==> src/rtl/vector_stroke_point_generator_assert.svh <==
// assertion macros for the stroke point generator
`ifndef VECTOR_STROKE_POINT_GENERATOR_ASSERT_SVH
`define VECTOR_STROKE_POINT_GENERATOR_ASSERT_SVH

// same-cycle implication
`define VSPG_ASSERT_IMP(lbl, ante, cons) \
    lbl: assert property (@(posedge clk) disable iff (!rst_n) (ante) |-> (cons)) \
        else $error("vspg assertion failed");

// next-cycle implication
`define VSPG_ASSERT_NXT(lbl, ante, cons) \
    lbl: assert property (@(posedge clk) disable iff (!rst_n) (ante) |=> (cons)) \
        else $error("vspg assertion failed");

// condition that must never hold
`define VSPG_ASSERT_NEVER(lbl, expr) \
    lbl: assert property (@(posedge clk) disable iff (!rst_n) !(expr)) \
        else $error("vspg assertion failed");

`endif

==> src/rtl/vspg_pkg.sv <==
package vspg_pkg;

    localparam int COORD_W = 16;
    localparam int T_W     = 17;
    localparam int A_W     = 19;
    localparam int CH_W    = 17;
    localparam int B_W     = 51;
    localparam int ACC_W   = 70;
    localparam int CNT_W   = 6;
    localparam int PIX_W   = 8;
    localparam int STEP_W  = 4;

    localparam logic [2:0] CMD_LINE  = 3'd0;
    localparam logic [2:0] CMD_QUAD  = 3'd1;
    localparam logic [2:0] CMD_CUBIC = 3'd2;
    localparam logic [2:0] CMD_BLANK = 3'd3;
    localparam logic [2:0] CMD_CLEAR = 3'd4;

    typedef enum logic [2:0] {
        ST_IDLE,
        ST_DIV,
        ST_CALC,
        ST_WRAP,
        ST_POINT,
        ST_BLANK
    } state_t;

    // multiplier small operand
    typedef enum logic [3:0] {
        A_MT,
        A_T,
        A_MT3,
        A_T3,
        A_P0,
        A_C1,
        A_C1X2,
        A_C2,
        A_P1
    } asel_t;

    // multiplier wide operand, taken one chunk at a time
    typedef enum logic [3:0] {
        B_MT,
        B_T,
        B_P2,
        B_MTT,
        B_T2,
        B_W0,
        B_W1,
        B_W2,
        B_W3
    } bsel_t;

    typedef enum logic [3:0] {
        D_NONE,
        D_P2,
        D_MTT,
        D_T2,
        D_W0,
        D_W1,
        D_W2,
        D_W3,
        D_X,
        D_Y
    } dest_t;

    typedef struct packed {
        asel_t       asel;
        bsel_t       bsel;
        logic [1:0]  ch_last;
        logic        keep;
        logic        axis_y;
        dest_t       dest;
        logic        last;
    } op_t;

    function automatic op_t mk_op(asel_t a, bsel_t b, logic [1:0] cl, logic kp,
                                  logic ay, dest_t d, logic lst);
        op_t o;
        o.asel    = a;
        o.bsel    = b;
        o.ch_last = cl;
        o.keep    = kp;
        o.axis_y  = ay;
        o.dest    = d;
        o.last    = lst;
        return o;
    endfunction

    // micro program: one product (one or more chunks) per step
    function automatic op_t prog_op(logic [2:0] kind, logic [STEP_W-1:0] step);
        op_t         o;
        logic [STEP_W-1:0] s;
        logic        ay;
        logic [1:0]  k;
        o  = mk_op(A_MT, B_MT, 2'd0, 1'b0, 1'b0, D_NONE, 1'b1);
        s  = '0;
        ay = 1'b0;
        k  = 2'd0;
        case (kind)
            CMD_LINE:
            begin
                ay = step[1];
                k  = {1'b0, step[0]};
                o  = mk_op(k[0] ? A_P1 : A_P0, k[0] ? B_T : B_MT, 2'd0, k[0], ay,
                           k[0] ? (ay ? D_Y : D_X) : D_NONE, ay & k[0]);
            end
            CMD_QUAD:
            begin
                case (step)
                    4'd0: o = mk_op(A_MT, B_MT, 2'd0, 1'b0, 1'b0, D_P2, 1'b0);
                    4'd1: o = mk_op(A_MT, B_T, 2'd0, 1'b0, 1'b0, D_MTT, 1'b0);
                    4'd2: o = mk_op(A_T, B_T, 2'd0, 1'b0, 1'b0, D_T2, 1'b0);
                    default:
                    begin
                        s  = step - 4'd3;
                        ay = (s >= 4'd3);
                        k  = ay ? 2'(s - 4'd3) : s[1:0];
                        case (k)
                            2'd0:    o = mk_op(A_P0, B_P2, 2'd1, 1'b0, ay, D_NONE, 1'b0);
                            2'd1:    o = mk_op(A_C1X2, B_MTT, 2'd1, 1'b1, ay, D_NONE, 1'b0);
                            default: o = mk_op(A_P1, B_T2, 2'd1, 1'b1, ay,
                                               ay ? D_Y : D_X, ay);
                        endcase
                    end
                endcase
            end
            default:
            begin
                case (step)
                    4'd0: o = mk_op(A_MT, B_MT, 2'd0, 1'b0, 1'b0, D_P2, 1'b0);
                    4'd1: o = mk_op(A_MT, B_T, 2'd0, 1'b0, 1'b0, D_MTT, 1'b0);
                    4'd2: o = mk_op(A_T, B_T, 2'd0, 1'b0, 1'b0, D_T2, 1'b0);
                    4'd3: o = mk_op(A_MT, B_P2, 2'd1, 1'b0, 1'b0, D_W0, 1'b0);
                    4'd4: o = mk_op(A_MT3, B_MTT, 2'd1, 1'b0, 1'b0, D_W1, 1'b0);
                    4'd5: o = mk_op(A_T3, B_MTT, 2'd1, 1'b0, 1'b0, D_W2, 1'b0);
                    4'd6: o = mk_op(A_T, B_T2, 2'd1, 1'b0, 1'b0, D_W3, 1'b0);
                    4'd15: o = mk_op(A_MT, B_MT, 2'd0, 1'b0, 1'b0, D_NONE, 1'b1);
                    default:
                    begin
                        s  = step - 4'd7;
                        ay = s[2];
                        k  = s[1:0];
                        case (k)
                            2'd0:    o = mk_op(A_P0, B_W0, 2'd2, 1'b0, ay, D_NONE, 1'b0);
                            2'd1:    o = mk_op(A_C1, B_W1, 2'd2, 1'b1, ay, D_NONE, 1'b0);
                            2'd2:    o = mk_op(A_C2, B_W2, 2'd2, 1'b1, ay, D_NONE, 1'b0);
                            default: o = mk_op(A_P1, B_W3, 2'd2, 1'b1, ay,
                                               ay ? D_Y : D_X, ay);
                        endcase
                    end
                endcase
            end
        endcase
        return o;
    endfunction

endpackage

==> src/rtl/vector_stroke_point_generator.sv <==
// channel   | dir | handshake              | payload
// ----------+-----+------------------------+---------------------------------------
// s_        | in  | s_tvalid / s_tready    | s_tdata coordinates and count, s_tuser cmd
// m_        | out | m_tvalid / m_tready    | m_tdata x_pos, y_pos, m_tuser stored, m_tlast
// apb       | in  | psel / penable / pready| center_x at 0x0, center_y at 0x4
//
// one command at a time: s_tready is high only while idle
// curves: a restoring divide for the t step (skipped for zero count), then per point
//   the multiplier steps of the curve kind, a wrap state and an output state; the
//   single 19x17 multiply-accumulate unit carries every product
// blank commands give one point per cycle while m_tready is high, reset frame and unused codes stay idle
// output stalls hold the sequencer; reset clears control state, centers go to 128
module vector_stroke_point_generator
    import vspg_pkg::*;
#(
    parameter int FRAME_CAPACITY = 1024
)
(
    input  logic          clk,
    input  logic          rst_n,
    // stroke commands
    input  logic          s_tvalid,
    output logic          s_tready,
    input  logic [135:0]  s_tdata,  // p0x, p0y, c1x, c1y, c2x, c2y, p1x, p1y, count, zero pad
    input  logic [2:0]    s_tuser,  // cmd
    // display points
    output logic          m_tvalid,
    input  logic          m_tready,
    output logic [15:0]   m_tdata,  // x_pos, y_pos
    output logic          m_tuser,  // stored
    output logic          m_tlast,  // last point of the command
    // register port
    input  logic          psel,
    input  logic          penable,
    input  logic          pwrite,
    input  logic [2:0]    paddr,
    input  logic [31:0]   pwdata,
    output logic [31:0]   prdata,
    output logic          pready
);

    `include "vector_stroke_point_generator_assert.svh"

    localparam int HELD_W = $clog2(FRAME_CAPACITY);
    localparam logic [HELD_W-1:0] HELD_MAX = HELD_W'(FRAME_CAPACITY - 1);
    localparam logic [T_W-1:0]    T_ONE    = T_W'(65536);
    localparam logic signed [ACC_W-1:0] HALF_L = ACC_W'(1) <<< 19;
    localparam logic signed [ACC_W-1:0] HALF_Q = ACC_W'(1) <<< 35;
    localparam logic signed [ACC_W-1:0] HALF_C = ACC_W'(1) <<< 51;
    localparam logic signed [ACC_W-1:0] PIX_MAX = ACC_W'(255);

    state_t state_reg, state_next;

    // command registers
    logic [2:0]          cmd_reg, cmd_next;
    logic [CNT_W-1:0]    count_reg, count_next;
    logic [COORD_W-1:0]  p0x_reg, p0y_reg, c1x_reg, c1y_reg;
    logic [COORD_W-1:0]  c2x_reg, c2y_reg, p1x_reg, p1y_reg;

    // t walk: t = q*i + floor(r*i/count) kept as quotient and remainder
    logic [T_W-1:0]      t_reg, t_next;
    logic [T_W-1:0]      q_reg, q_next;
    logic [CNT_W-1:0]    r_reg, r_next;
    logic [CNT_W-1:0]    rem_reg, rem_next;
    logic [CNT_W-1:0]    idx_reg, idx_next;
    logic [4:0]          dcnt_reg, dcnt_next;

    // sequencer
    logic [STEP_W-1:0]   step_reg, step_next;
    logic [1:0]          ch_reg, ch_next;
    dest_t               pend_reg, pend_next;

    // products kept between steps
    logic [B_W-1:0]      p2_reg, mtt_reg, t2_reg;
    logic [B_W-1:0]      w0_reg, w1_reg, w2_reg, w3_reg;
    logic [PIX_W-1:0]    x_reg, y_reg;

    logic [PIX_W-1:0]    center_x_reg, center_y_reg;
    logic [HELD_W-1:0]   held_reg;

    op_t                 op;
    logic [T_W-1:0]      mt;
    logic signed [A_W-1:0] a_val;
    logic [B_W-1:0]      b_src;
    logic [CH_W-1:0]     b_chunk;
    logic signed [ACC_W-1:0] acc;
    logic signed [ACC_W-1:0] rnd;
    logic [PIX_W-1:0]    pix;
    logic                s_xfer, m_xfer, stored, run_last;
    logic [CNT_W:0]      div_try, rem_sum;
    logic [COORD_W-1:0]  coord_a;

    assign s_xfer = s_tvalid && s_tready;
    assign m_xfer = m_tvalid && m_tready;
    assign stored = (held_reg != HELD_MAX);
    assign mt     = T_ONE - t_reg;
    assign op     = prog_op(cmd_reg, step_reg);

    // last point of the run: curves end at i == count, blanks at i == count-1
    assign run_last = (state_reg == ST_BLANK)
                    ? (({1'b0, idx_reg} + 7'd1) == {1'b0, count_reg})
                    : (idx_reg == count_reg);

    // ---------------- multiplier operands ----------------
    always_comb
    begin
        case (op.asel)
            A_P0:    coord_a = op.axis_y ? p0y_reg : p0x_reg;
            A_C1:    coord_a = op.axis_y ? c1y_reg : c1x_reg;
            A_C1X2:  coord_a = op.axis_y ? c1y_reg : c1x_reg;
            A_C2:    coord_a = op.axis_y ? c2y_reg : c2x_reg;
            default: coord_a = op.axis_y ? p1y_reg : p1x_reg;
        endcase
        case (op.asel)
            A_MT:    a_val = A_W'(mt);
            A_T:     a_val = A_W'(t_reg);
            A_MT3:   a_val = A_W'({1'b0, mt, 1'b0}) + A_W'(mt);
            A_T3:    a_val = A_W'({1'b0, t_reg, 1'b0}) + A_W'(t_reg);
            A_C1X2:  a_val = {{(A_W-COORD_W-1){coord_a[COORD_W-1]}}, coord_a, 1'b0};
            default: a_val = {{(A_W-COORD_W){coord_a[COORD_W-1]}}, coord_a};
        endcase
        case (op.bsel)
            B_MT:    b_src = B_W'(mt);
            B_T:     b_src = B_W'(t_reg);
            B_P2:    b_src = p2_reg;
            B_MTT:   b_src = mtt_reg;
            B_T2:    b_src = t2_reg;
            B_W0:    b_src = w0_reg;
            B_W1:    b_src = w1_reg;
            B_W2:    b_src = w2_reg;
            default: b_src = w3_reg;
        endcase
        case (ch_reg)
            2'd0:    b_chunk = b_src[CH_W-1:0];
            2'd1:    b_chunk = b_src[2*CH_W-1:CH_W];
            default: b_chunk = b_src[3*CH_W-1:2*CH_W];
        endcase
    end

    vspg_mac u_mac (
        .clk   (clk),
        .en    (state_reg == ST_CALC),
        .clear ((ch_reg == 2'd0) && !op.keep),
        .a     (a_val),
        .b     (b_chunk),
        .sh    (ch_reg),
        .acc   (acc)
    );

    // round half up at the fraction width of the curve kind, then clamp
    always_comb
    begin
        case (cmd_reg)
            CMD_LINE: rnd = (acc + HALF_L) >>> 20;
            CMD_QUAD: rnd = (acc + HALF_Q) >>> 36;
            default:  rnd = (acc + HALF_C) >>> 52;
        endcase
        if (rnd < 0)
        begin
            pix = '0;
        end
        else if (rnd > PIX_MAX)
        begin
            pix = '1;
        end
        else
        begin
            pix = rnd[PIX_W-1:0];
        end
    end

    // ---------------- next state ----------------
    always_comb
    begin
        state_next = state_reg;
        case (state_reg)
            ST_IDLE:
            begin
                if (s_xfer)
                begin
                    if (s_tuser == CMD_LINE || s_tuser == CMD_QUAD || s_tuser == CMD_CUBIC)
                    begin
                        state_next = (s_tdata[133:128] == '0) ? ST_CALC : ST_DIV;
                    end
                    else if (s_tuser == CMD_BLANK && s_tdata[133:128] != '0)
                    begin
                        state_next = ST_BLANK;
                    end
                end
            end
            ST_DIV:
            begin
                if (dcnt_reg == 5'd16)
                begin
                    state_next = ST_CALC;
                end
            end
            ST_CALC:
            begin
                if (ch_reg == op.ch_last && op.last)
                begin
                    state_next = ST_WRAP;
                end
            end
            ST_WRAP:
            begin
                state_next = ST_POINT;
            end
            ST_POINT:
            begin
                if (m_xfer)
                begin
                    state_next = run_last ? ST_IDLE : ST_CALC;
                end
            end
            ST_BLANK:
            begin
                if (m_xfer && run_last)
                begin
                    state_next = ST_IDLE;
                end
            end
            default:
            begin
                state_next = ST_IDLE;
            end
        endcase
    end

    // ---------------- datapath next values ----------------
    always_comb
    begin
        cmd_next   = cmd_reg;
        count_next = count_reg;
        t_next     = t_reg;
        q_next     = q_reg;
        r_next     = r_reg;
        rem_next   = rem_reg;
        idx_next   = idx_reg;
        dcnt_next  = dcnt_reg;
        step_next  = step_reg;
        ch_next    = ch_reg;
        pend_next  = D_NONE;
        div_try    = {r_reg, (dcnt_reg == 5'd0)};
        rem_sum    = {1'b0, rem_reg} + {1'b0, r_reg};
        case (state_reg)
            ST_IDLE:
            begin
                if (s_xfer)
                begin
                    cmd_next   = s_tuser;
                    count_next = s_tdata[133:128];
                    t_next     = '0;
                    q_next     = '0;
                    r_next     = '0;
                    rem_next   = '0;
                    idx_next   = '0;
                    dcnt_next  = '0;
                    step_next  = '0;
                    ch_next    = '0;
                end
            end
            ST_DIV:
            begin
                // restoring division of 65536 by count, one quotient bit a cycle
                if (div_try >= {1'b0, count_reg})
                begin
                    r_next = CNT_W'(div_try - {1'b0, count_reg});
                    q_next = {q_reg[T_W-2:0], 1'b1};
                end
                else
                begin
                    r_next = div_try[CNT_W-1:0];
                    q_next = {q_reg[T_W-2:0], 1'b0};
                end
                dcnt_next = dcnt_reg + 5'd1;
            end
            ST_CALC:
            begin
                if (ch_reg == op.ch_last)
                begin
                    ch_next   = '0;
                    pend_next = op.dest;
                    if (!op.last)
                    begin
                        step_next = step_reg + 4'd1;
                    end
                end
                else
                begin
                    ch_next = ch_reg + 2'd1;
                end
            end
            ST_POINT:
            begin
                if (m_xfer && !run_last)
                begin
                    idx_next  = idx_reg + 6'd1;
                    step_next = '0;
                    ch_next   = '0;
                    if (rem_sum >= {1'b0, count_reg})
                    begin
                        rem_next = CNT_W'(rem_sum - {1'b0, count_reg});
                        t_next   = t_reg + q_reg + 17'd1;
                    end
                    else
                    begin
                        rem_next = rem_sum[CNT_W-1:0];
                        t_next   = t_reg + q_reg;
                    end
                end
            end
            ST_BLANK:
            begin
                if (m_xfer)
                begin
                    idx_next = idx_reg + 6'd1;
                end
            end
            default:
            begin
            end
        endcase
    end

    // ---------------- registers ----------------
    always_ff @(posedge clk or negedge rst_n)
    begin
        if (!rst_n)
        begin
            state_reg    <= ST_IDLE;
            pend_reg     <= D_NONE;
            step_reg     <= '0;
            ch_reg       <= '0;
            dcnt_reg     <= '0;
            idx_reg      <= '0;
            held_reg     <= '0;
            center_x_reg <= 8'd128;
            center_y_reg <= 8'd128;
        end
        else
        begin
            state_reg <= state_next;
            pend_reg  <= pend_next;
            step_reg  <= step_next;
            ch_reg    <= ch_next;
            dcnt_reg  <= dcnt_next;
            idx_reg   <= idx_next;
            if (s_xfer && s_tuser == CMD_CLEAR)
            begin
                held_reg <= '0;
            end
            else if (m_xfer && stored)
            begin
                held_reg <= held_reg + 1'b1;
            end
            if (psel && penable && pwrite && pready)
            begin
                if (paddr[2])
                begin
                    center_y_reg <= pwdata[PIX_W-1:0];
                end
                else
                begin
                    center_x_reg <= pwdata[PIX_W-1:0];
                end
            end
        end
    end

    // payload registers
    always_ff @(posedge clk)
    begin
        cmd_reg   <= cmd_next;
        count_reg <= count_next;
        t_reg     <= t_next;
        q_reg     <= q_next;
        r_reg     <= r_next;
        rem_reg   <= rem_next;
        if (s_xfer)
        begin
            p0x_reg <= s_tdata[15:0];
            p0y_reg <= s_tdata[31:16];
            c1x_reg <= s_tdata[47:32];
            c1y_reg <= s_tdata[63:48];
            c2x_reg <= s_tdata[79:64];
            c2y_reg <= s_tdata[95:80];
            p1x_reg <= s_tdata[111:96];
            p1y_reg <= s_tdata[127:112];
        end
        // a finished product lands once its last chunk is in the accumulator, steered by the registered pend_reg
        case (pend_reg)
            D_P2:    p2_reg  <= acc[B_W-1:0];
            D_MTT:   mtt_reg <= acc[B_W-1:0];
            D_T2:    t2_reg  <= acc[B_W-1:0];
            D_W0:    w0_reg  <= acc[B_W-1:0];
            D_W1:    w1_reg  <= acc[B_W-1:0];
            D_W2:    w2_reg  <= acc[B_W-1:0];
            D_W3:    w3_reg  <= acc[B_W-1:0];
            D_X:     x_reg   <= pix;
            D_Y:     y_reg   <= pix;
            default:
            begin
            end
        endcase
    end

    // ---------------- ports ----------------
    assign s_tready = (state_reg == ST_IDLE);
    assign m_tvalid = (state_reg == ST_POINT) || (state_reg == ST_BLANK);
    assign m_tdata  = (state_reg == ST_BLANK) ? {center_y_reg, center_x_reg}
                                              : {y_reg, x_reg};
    assign m_tuser  = stored;
    assign m_tlast  = run_last;
    assign pready   = 1'b1;
    assign prdata   = {24'd0, paddr[2] ? center_y_reg : center_x_reg};

    // ---------------- checks ----------------
    `VSPG_ASSERT_NEVER(a_no_overlap, s_tready && m_tvalid)
    `VSPG_ASSERT_NEVER(a_held_bound, held_reg > HELD_MAX)
    `VSPG_ASSERT_IMP(a_rem_below, (state_reg == ST_CALC) && (count_reg != '0), rem_reg < count_reg)
    `VSPG_ASSERT_NXT(a_last_idle, m_tvalid && m_tready && m_tlast, s_tready)

endmodule

==> src/rtl/vspg_mac.sv <==
module vspg_mac
    import vspg_pkg::*;
(
    input  logic                    clk,
    input  logic                    en,
    input  logic                    clear,
    input  logic signed [A_W-1:0]   a,
    input  logic [CH_W-1:0]         b,
    input  logic [1:0]              sh,
    output logic signed [ACC_W-1:0] acc
);

    localparam int P_W = A_W + CH_W + 1;

    logic signed [ACC_W-1:0] acc_reg;
    logic signed [ACC_W-1:0] acc_next;
    logic signed [P_W-1:0]   prod;
    logic signed [ACC_W-1:0] prod_ext;
    logic signed [ACC_W-1:0] term;

    // signed small operand times one unsigned chunk of the wide operand
    assign prod     = a * $signed({1'b0, b});
    assign prod_ext = {{(ACC_W-P_W){prod[P_W-1]}}, prod};

    always_comb
    begin
        case (sh)
            2'd0:    term = prod_ext;
            2'd1:    term = prod_ext <<< CH_W;
            default: term = prod_ext <<< (2 * CH_W);
        endcase
        acc_next = (clear ? ACC_W'(0) : acc_reg) + term;
    end

    always_ff @(posedge clk)
    begin
        if (en)
        begin
            acc_reg <= acc_next;
        end
    end

    assign acc = acc_reg;

endmodule

==> config.mk <==
export PLATFORM = sky130hd
export DESIGN_NAME = vector_stroke_point_generator
export DESIGN_NICKNAME = d
export VERILOG_FILES = /design/src/rtl/vspg_pkg.sv /design/src/rtl/vector_stroke_point_generator.sv /design/src/rtl/vspg_mac.sv
export VERILOG_INCLUDE_DIRS = /design/src /design/src/rtl
export SDC_FILE = /design/constraint.sdc
export NUM_CORES = 2
export LEC_CHECK = 0
export BUFFER_PORTS_ARGS = -buffer_cell sky130_fd_sc_hd__buf_2
export CORE_ASPECT_RATIO = 0.9
export CORE_MARGIN = 2
export CORE_UTILIZATION = 38
export CTS_BUF_LIST = sky130_fd_sc_hd__clkbuf_4 sky130_fd_sc_hd__clkbuf_8
export DETAILED_ROUTE_END_ITERATION = 10
export GPL_ROUTABILITY_DRIVEN = 1
export PLACE_DENSITY = 0.63
export SETUP_SLACK_MARGIN = 0.4
export SLEW_MARGIN = 20
export SYNTH_ARGS = -nofsm -noshare
export SYNTH_HDL_FRONTEND = slang
export SYNTH_SLANG_ARGS = --single-unit
==> constraint.sdc <==
create_clock -name clk -period 22.3 [get_ports clk]
set_input_delay 4.46 -clock clk [delete_from_list [all_inputs] [get_ports clk]]
set_output_delay 4.46 -clock clk [all_outputs]
set_load 0.005 [all_outputs]
# After elaboration in Yosys (flattened, before gate mapping)
# Cells that the tools add are included.
# totals
ff_bits,676
inputBits,181
elab_cells,232
# classes
addsub,21
mul,1
n_lt_le_gt_ge,5
n_eq_ne,59
mux,68
n_bitwise,2
reduce_logical,43
# ops
operator,n
$pmux 51 s8,1
$pmux 70 s2,2
$pmux 17 s2,5
$pmux 17 s8,1
$pmux 17 s3,2
$pmux 19 s5,1
$mux 16,5
$add 70x21->70 const B,1
$add 70x37->70 const B,1
$add 70x53->70 const B,1
$add 70x70->70,1
$gt 70x9->1 const B,1
$lt 70x1->1 const B,1
$mux 70,1
$eq 4x3->1 const B,15
$mux 17,3
$pmux 16 s3,1
$add 18x17->19,2
$mul 19x18->37,1
$mux 6,6
$eq 4x2->1 const B,8
$mux 4,8
$mux 8,3
$pmux 6 s2,2
60 further kinds,126

# Depth between registers and ports, before layout
# depth
word_depth,14
mapped_depth,56
depth_no_buf,50

# By module
# A second synthesis with hierarchy kept.
# hier_totals
hier_cells,4937
hier_area_um2,51363.0
# modules_own_cells
mod,instances,cells_per_inst,area_per_inst_um2,seq_area_each_um2
vector_stroke_point_generator,1,2681,31778.0,17949.7
vspg_mac,1,2256,19585.0,2102.0

# Worst setup path before layout
# Ideal clock, no wire load.
# synth_path
kind,register to register
startpoint,reg t_reg[1]
endpoint,"reg u_mac.acc_reg[63], in the netlist u_mac.acc[63], data pin"
t_arrival_ps,11969
required_ps,22031
setup_slack_ps,10062
path_stages_with_launch,50
period_less_slack_ps,12238
cell_sequence,edfxtp_1 inv_1 ha_1 nor2b_1 and3_1 clkbuf_1 and3_1 clkbuf_1 nand2_1 xnor2_1 ha_1 o211a_1 o21ai_0 o21ai_0 o221a_2 a21oi_1 nor2_1 o31ai_1 [14 not listed] a21oi_1 o31ai_1 a221o_1 xnor2_1 and2_1 clkbuf_1 clkbuf_1 a221o_1 ha_1 clkbuf_1 nand2_1 nor2_1 nand3_1 a2111o_1 a2111oi_0 o211ai_1 o31ai_1 xor2_1
# synth_via
elab_chain_cells,6
word_cells_on_any_way,9
# synth_rtl
item,line,rtl
from (decl),vector_stroke_point_generator.sv:61,"logic [T_W-1:0] t_reg, t_next;"
from (signal assigned),vector_stroke_point_generator.sv:376,t_reg <= t_next;
$sub 17x17->17,vector_stroke_point_generator.sv:96,assign mt = T_ONE - t_reg;
$add 18x17->19 / $pmux 51 s8 (equally long branches),"vector_stroke_point_generator.sv:117, vector_stroke_point_generator.sv:122",
$pmux 19 s5 / $pmux 17 s2 (equally long branches),"vector_stroke_point_generator.sv:114, vector_stroke_point_generator.sv:133",
$mul 19x18->37 *,vspg_mac.sv:22,"assign prod = a * $signed({1'b0, b});"
$pmux 70 s2 *,vspg_mac.sv:27,case (sh)
$add 70x70->70 *,vspg_mac.sv:32,acc_next = (clear ? ACC_W'(0) : acc_reg) + term;
via u_mac.acc_next[63],vspg_mac.sv:16,logic signed [ACC_W-1:0] acc_next;
to (signal assigned),vspg_mac.sv:39,acc_reg <= acc_next;
to (decl),vspg_mac.sv:15,logic signed [ACC_W-1:0] acc_reg;
# Mark *: on every way through the listed nets, which the timed path passes. The rest lies on a longest branch.
# A chain may end at the register's enable or synchronous reset.

# Final worst setup path
# layout_path
startpoint,reg step_reg[0]
endpoint,"reg u_mac.acc_reg[69], in the netlist u_mac.acc[69], data pin"
# layout_via
elab_chain_cells,14
word_cells_on_any_way,56
# layout_rtl
item,line,rtl
from (decl),vector_stroke_point_generator.sv:69,"logic [STEP_W-1:0] step_reg, step_next;"
from (signal assigned),vector_stroke_point_generator.sv:345,step_reg <= step_next;
$sub 4x2->4,vspg_pkg.sv:116,s = step - 4'd3;
$ge 4x2->1 / $sub 2x2->2 (equally long branches),"vspg_pkg.sv:117, vspg_pkg.sv:118",
$mux 2,vspg_pkg.sv:118,k = ay ? 2'(s - 4'd3) : s[1:0];
$eq 2x1->1 / $logic_not 2->1 (equally long branches),vspg_pkg.sv:119,case (k)
$pmux 17 s2,vspg_pkg.sv:119,
$pmux 17 s3,vspg_pkg.sv:110,case (step)
$pmux 17 s2 *,vspg_pkg.sv:100,case (kind)
$eq 4x3->1 (on tied branches),"vector_stroke_point_generator.sv:107, vector_stroke_point_generator.sv:114",
$reduce_or 2->1 (no source line),n/a,
$pmux 16 s3,vector_stroke_point_generator.sv:107,case (op.asel)
$pmux 19 s5,vector_stroke_point_generator.sv:114,case (op.asel)
$mul 19x18->37,vspg_mac.sv:22,
$pmux 70 s2,vspg_mac.sv:27,
$add 70x70->70 *,vspg_mac.sv:32,
via u_mac.acc_next[69],vspg_mac.sv:16,
# Marked as above.

==> key figures <==
Timing
  • Max Fclk: a little over 60 MHz
  • Final period util: about three quarters
  • Final Hold Viols: 0
  • Endpoints failing setup: 0
  • Worst slew margin: 12.3%
  • Worst Max-Slew Pin Slew: between 1 and 1.5 ns
  • Slew Limit Fails: 0
  • Setup Skew: between 0.09 and 0.1 ns
  • Final period demand of the worst path: around 16 ns
  • RSZ-0062 raised after global routing: no
  • Final setup TNS: 0 ns

Floorplan
  • Chip height: approximately 350 µm
  • Row count: about 130
  • Die width: ~390 µm
  • Starting density of the core: a little under two fifths
  • Io pins: roughly 230
  • Core footprint: about 140000 µm²
  • Die area: 140000 µm²

Clock tree
  • Clock sinks: a little under 700
  • Clock slew at reported path FFs: 0.07 ns
  • Root Buffer: clkbuf_8
  • Post-CTS sizing: 0
  • Worst-Skew Late Latency: ~0.86 ns
  • Hold_buf cts: 0
  • Post-CTS setup buffers: 0
  • Num CTS Buffers: approximately 110
  • CTS tree: built
  • H-tree depth: 3
  • Clk buf depth: 3

GRT
  • Total grt overflow: 0
  • GRT met2 Usage: roughly 34%
  • GR peak layer: met2
  • Initial antenna violation count: 9
  • First-pass GRT wire length: about 250000 µm
  • Largest net degree at the start of global routing: between 70 and 80
  • Total track usage: a little under a quarter
  • Vias in the first global route: between 30k and 40k
  • Grt met1 use: 33.6%
  • M3 GR Usage: 4.38%

Place
  • Port bufs: 180
  • Post-DP HPWL: between 100000 and 150000 µm
  • RePlAce Congestion: around 0.95

Drt
  • Via count: 40.8k
  • Wirelength per Cell: approximately 23 µm
  • DR pass1 iterations: 5
  • Iteration-0 DRC Markers: about 4.4k
  • DRT antenna net count: 0
  • Post-Route WL: ~160000 µm
  • Post-route DRC: 0
  • DR vias/cell: between 5 and 6

Synthesis
  • Cell area after synthesis: about 52000 µm²
  • Post-synthesis mux area share: approximately 2.6%
  • Top cells by area, synth: edfxtp_1 (36%), fa_1 (13%), ha_1 (6.2%)
  • Largest family of logic cells by synthesized area: adder cells
  • Post-synthesis compound-gate area fraction: approximately 15%
  • Xor and xnor area share after synthesis: approximately 4.2%
  • Adder-cell share of the synthesized area: between 10% and 20%
  • Yosys Warn Count: 0
  • Synth top area share: 36.1%
  • Syn Area/Cell: between 10 and 15 µm²
  • Post-synth EDFFs: 626
  • Post-synth top area cell: edfxtp_1
  • FFs w/ async S/R, synth: about 7.4%
  • FF+latch count, synth: between 600 and 700
  • Netlist cell types: between 100 and 150
  • Simple-gate share of the synthesized area: between 15 and 20%
  • Register area share after synthesis: between 30 and 40%
  • Gate Count Post-Synth: 5123
  • Main synth FF type: edfxtp_1

Finish
  • P&R area growth vs syn: 9.79%
  • Commonest cells after routing, fill and taps aside: edfxtp_1 (626), inv_1 (483), nand2_1 (468)
  • Share of layout cells above drive strength 1: 11.9%
  • Max reg flops: 70
  • Filler instances: ~13k
  • Register area: roughly 20000 µm²
  • Area of the multi-input gates: slightly below 30000 µm²
  • NumNets Final: 6022
  • Most common cell after layout, fill and taps aside: edfxtp_1
  • Post-layout util: a little over two fifths

Setup path
  • Slowest cell on the critical path: nor3_1
  • Worst Setup End Kind: flip-flop
  • CP required: between 20 and 25 ns
  • CP Data Arrival Time: approximately 17 ns
  • Critical path peak fanout: 28
  • CP peak stage delay: ~0.97 ns
  • Critical path type: flip-flop to flip-flop
  • CP startpoint kind: flip-flop

Run status
  • Status: complete, no violations

Job
  • Max-cap viol count: 0

Min path
  • HP Class: flip-flop to flip-flop
[per-stage QoR]
step	hold WS (ns)	std cells	setup WS [ns]	instance area, µm²
3_5_place_dp	0.518	6960	6.40	54800
5_1_grt	0.552	7153	5.07	57100
4_1_cts	0.532	7151	6.37	57100
2_1_floorplan	0.492	5146	10.06	52100
3_3_place_gp	0.505	6958	6.50	54800
6_report	0.526	7157	5.95	57100
[area by class of cell]
cell class,instances,area share [%]
clock inverters,56,0.951
diodes,6,0.0263
repair buffers,273,2.80
flip-flops and latches,676,35.1
well taps,1820,3.99
multi-input cells,3706,50.9
clock buffers,135,2.99
inverters,485,3.20
[kinds of logic after synthesis]
| logic type | count (synthesis) |
|---|---|
| AO/OA/AOI/OAI | 1133 |
| flip-flops | 676 |
| multiplexers | 118 |
| buffers and inverters | 764 |
| adder cells (fa/ha/maj) | 592 |
| other | 2 |
| AND/OR/NAND/NOR | 1590 |
| XOR/XNOR | 248 |
[per-layer routing]
layer / vias to the layer above / wire length (µm)
met5: - / 60
met3: 270 / 14800
met2: 1807 / 69900
li1: 18400 / -
met4: 8 / 4250
met1: 20300 / 73300
[final timing paths]
kind / from / slack (ns) / cells past startpoint / to
setup reg to reg: step_reg[0]$_DFFE_PN0P_ / 5.95 / 47 / u_mac.acc[69]$_DFFE_PP_
hold reg to reg: center_x_reg[3]$_DFFE_PN0P_ / 0.53 / 1 / center_x_reg[3]$_DFFE_PN0P_
hold / removal: center_x_reg[3]$_DFFE_PN0P_ / 0.53 / 1 / center_x_reg[3]$_DFFE_PN0P_
min in group asynchronous: rst_n / 3.76 / 2 / center_y_reg[1]$_DFFE_PN0P_
max in group asynchronous: rst_n / 18.04 / 2 / step_reg[3]$_DFFE_PN0P_
setup / recovery: step_reg[0]$_DFFE_PN0P_ / 5.95 / 47 / u_mac.acc[69]$_DFFE_PP_
[critical path: cells and delay by family, from the launching register on]
| kind | cells | cell delay, ns |
|---|---|---|
| AND/OR/NAND/NOR | 8 | 3.38 |
| flip-flops | 1 | 0.68 |
| AO/OA/AOI/OAI | 20 | 6.22 |
| adder cells (fa/ha/maj) | 9 | 4.34 |
| buffers and inverters | 8 | 1.18 |
| XOR/XNOR | 2 | 0.31 |
[cell usage after synthesis (13+ instances only)]
cell type,instances
a211oi_1,31
o21ai_0,219
o211ai_1,30
o22ai_1,19
and3_1,79
a21oi_1,317
a21o_1,98
buf_4,33
nand2_1,468
mux2i_1,42
edfxtp_1,626
and2_1,68
nand2b_1,67
xnor2_1,168
buf_2,61
a31oi_1,38
o21a_1,20
nor4_1,25
clkbuf_1,169
a21boi_0,13
ha_1,259
or2_2,36
nand3b_1,13
nor2b_1,130
fa_1,333
a221oi_1,43
nand4_1,56
a22oi_1,27
nand3_1,169
dfrtp_1,48
mux2_2,69
a221o_1,22
or3_1,28
nor3_1,84
xor2_1,80
o31ai_1,30
o21bai_1,31
a22o_1,26
inv_1,485
nor2_1,310
Power is left out: the tool's default activity adds up to more than one toggle a clock period on the data nets, which glitch-free logic cannot reach.
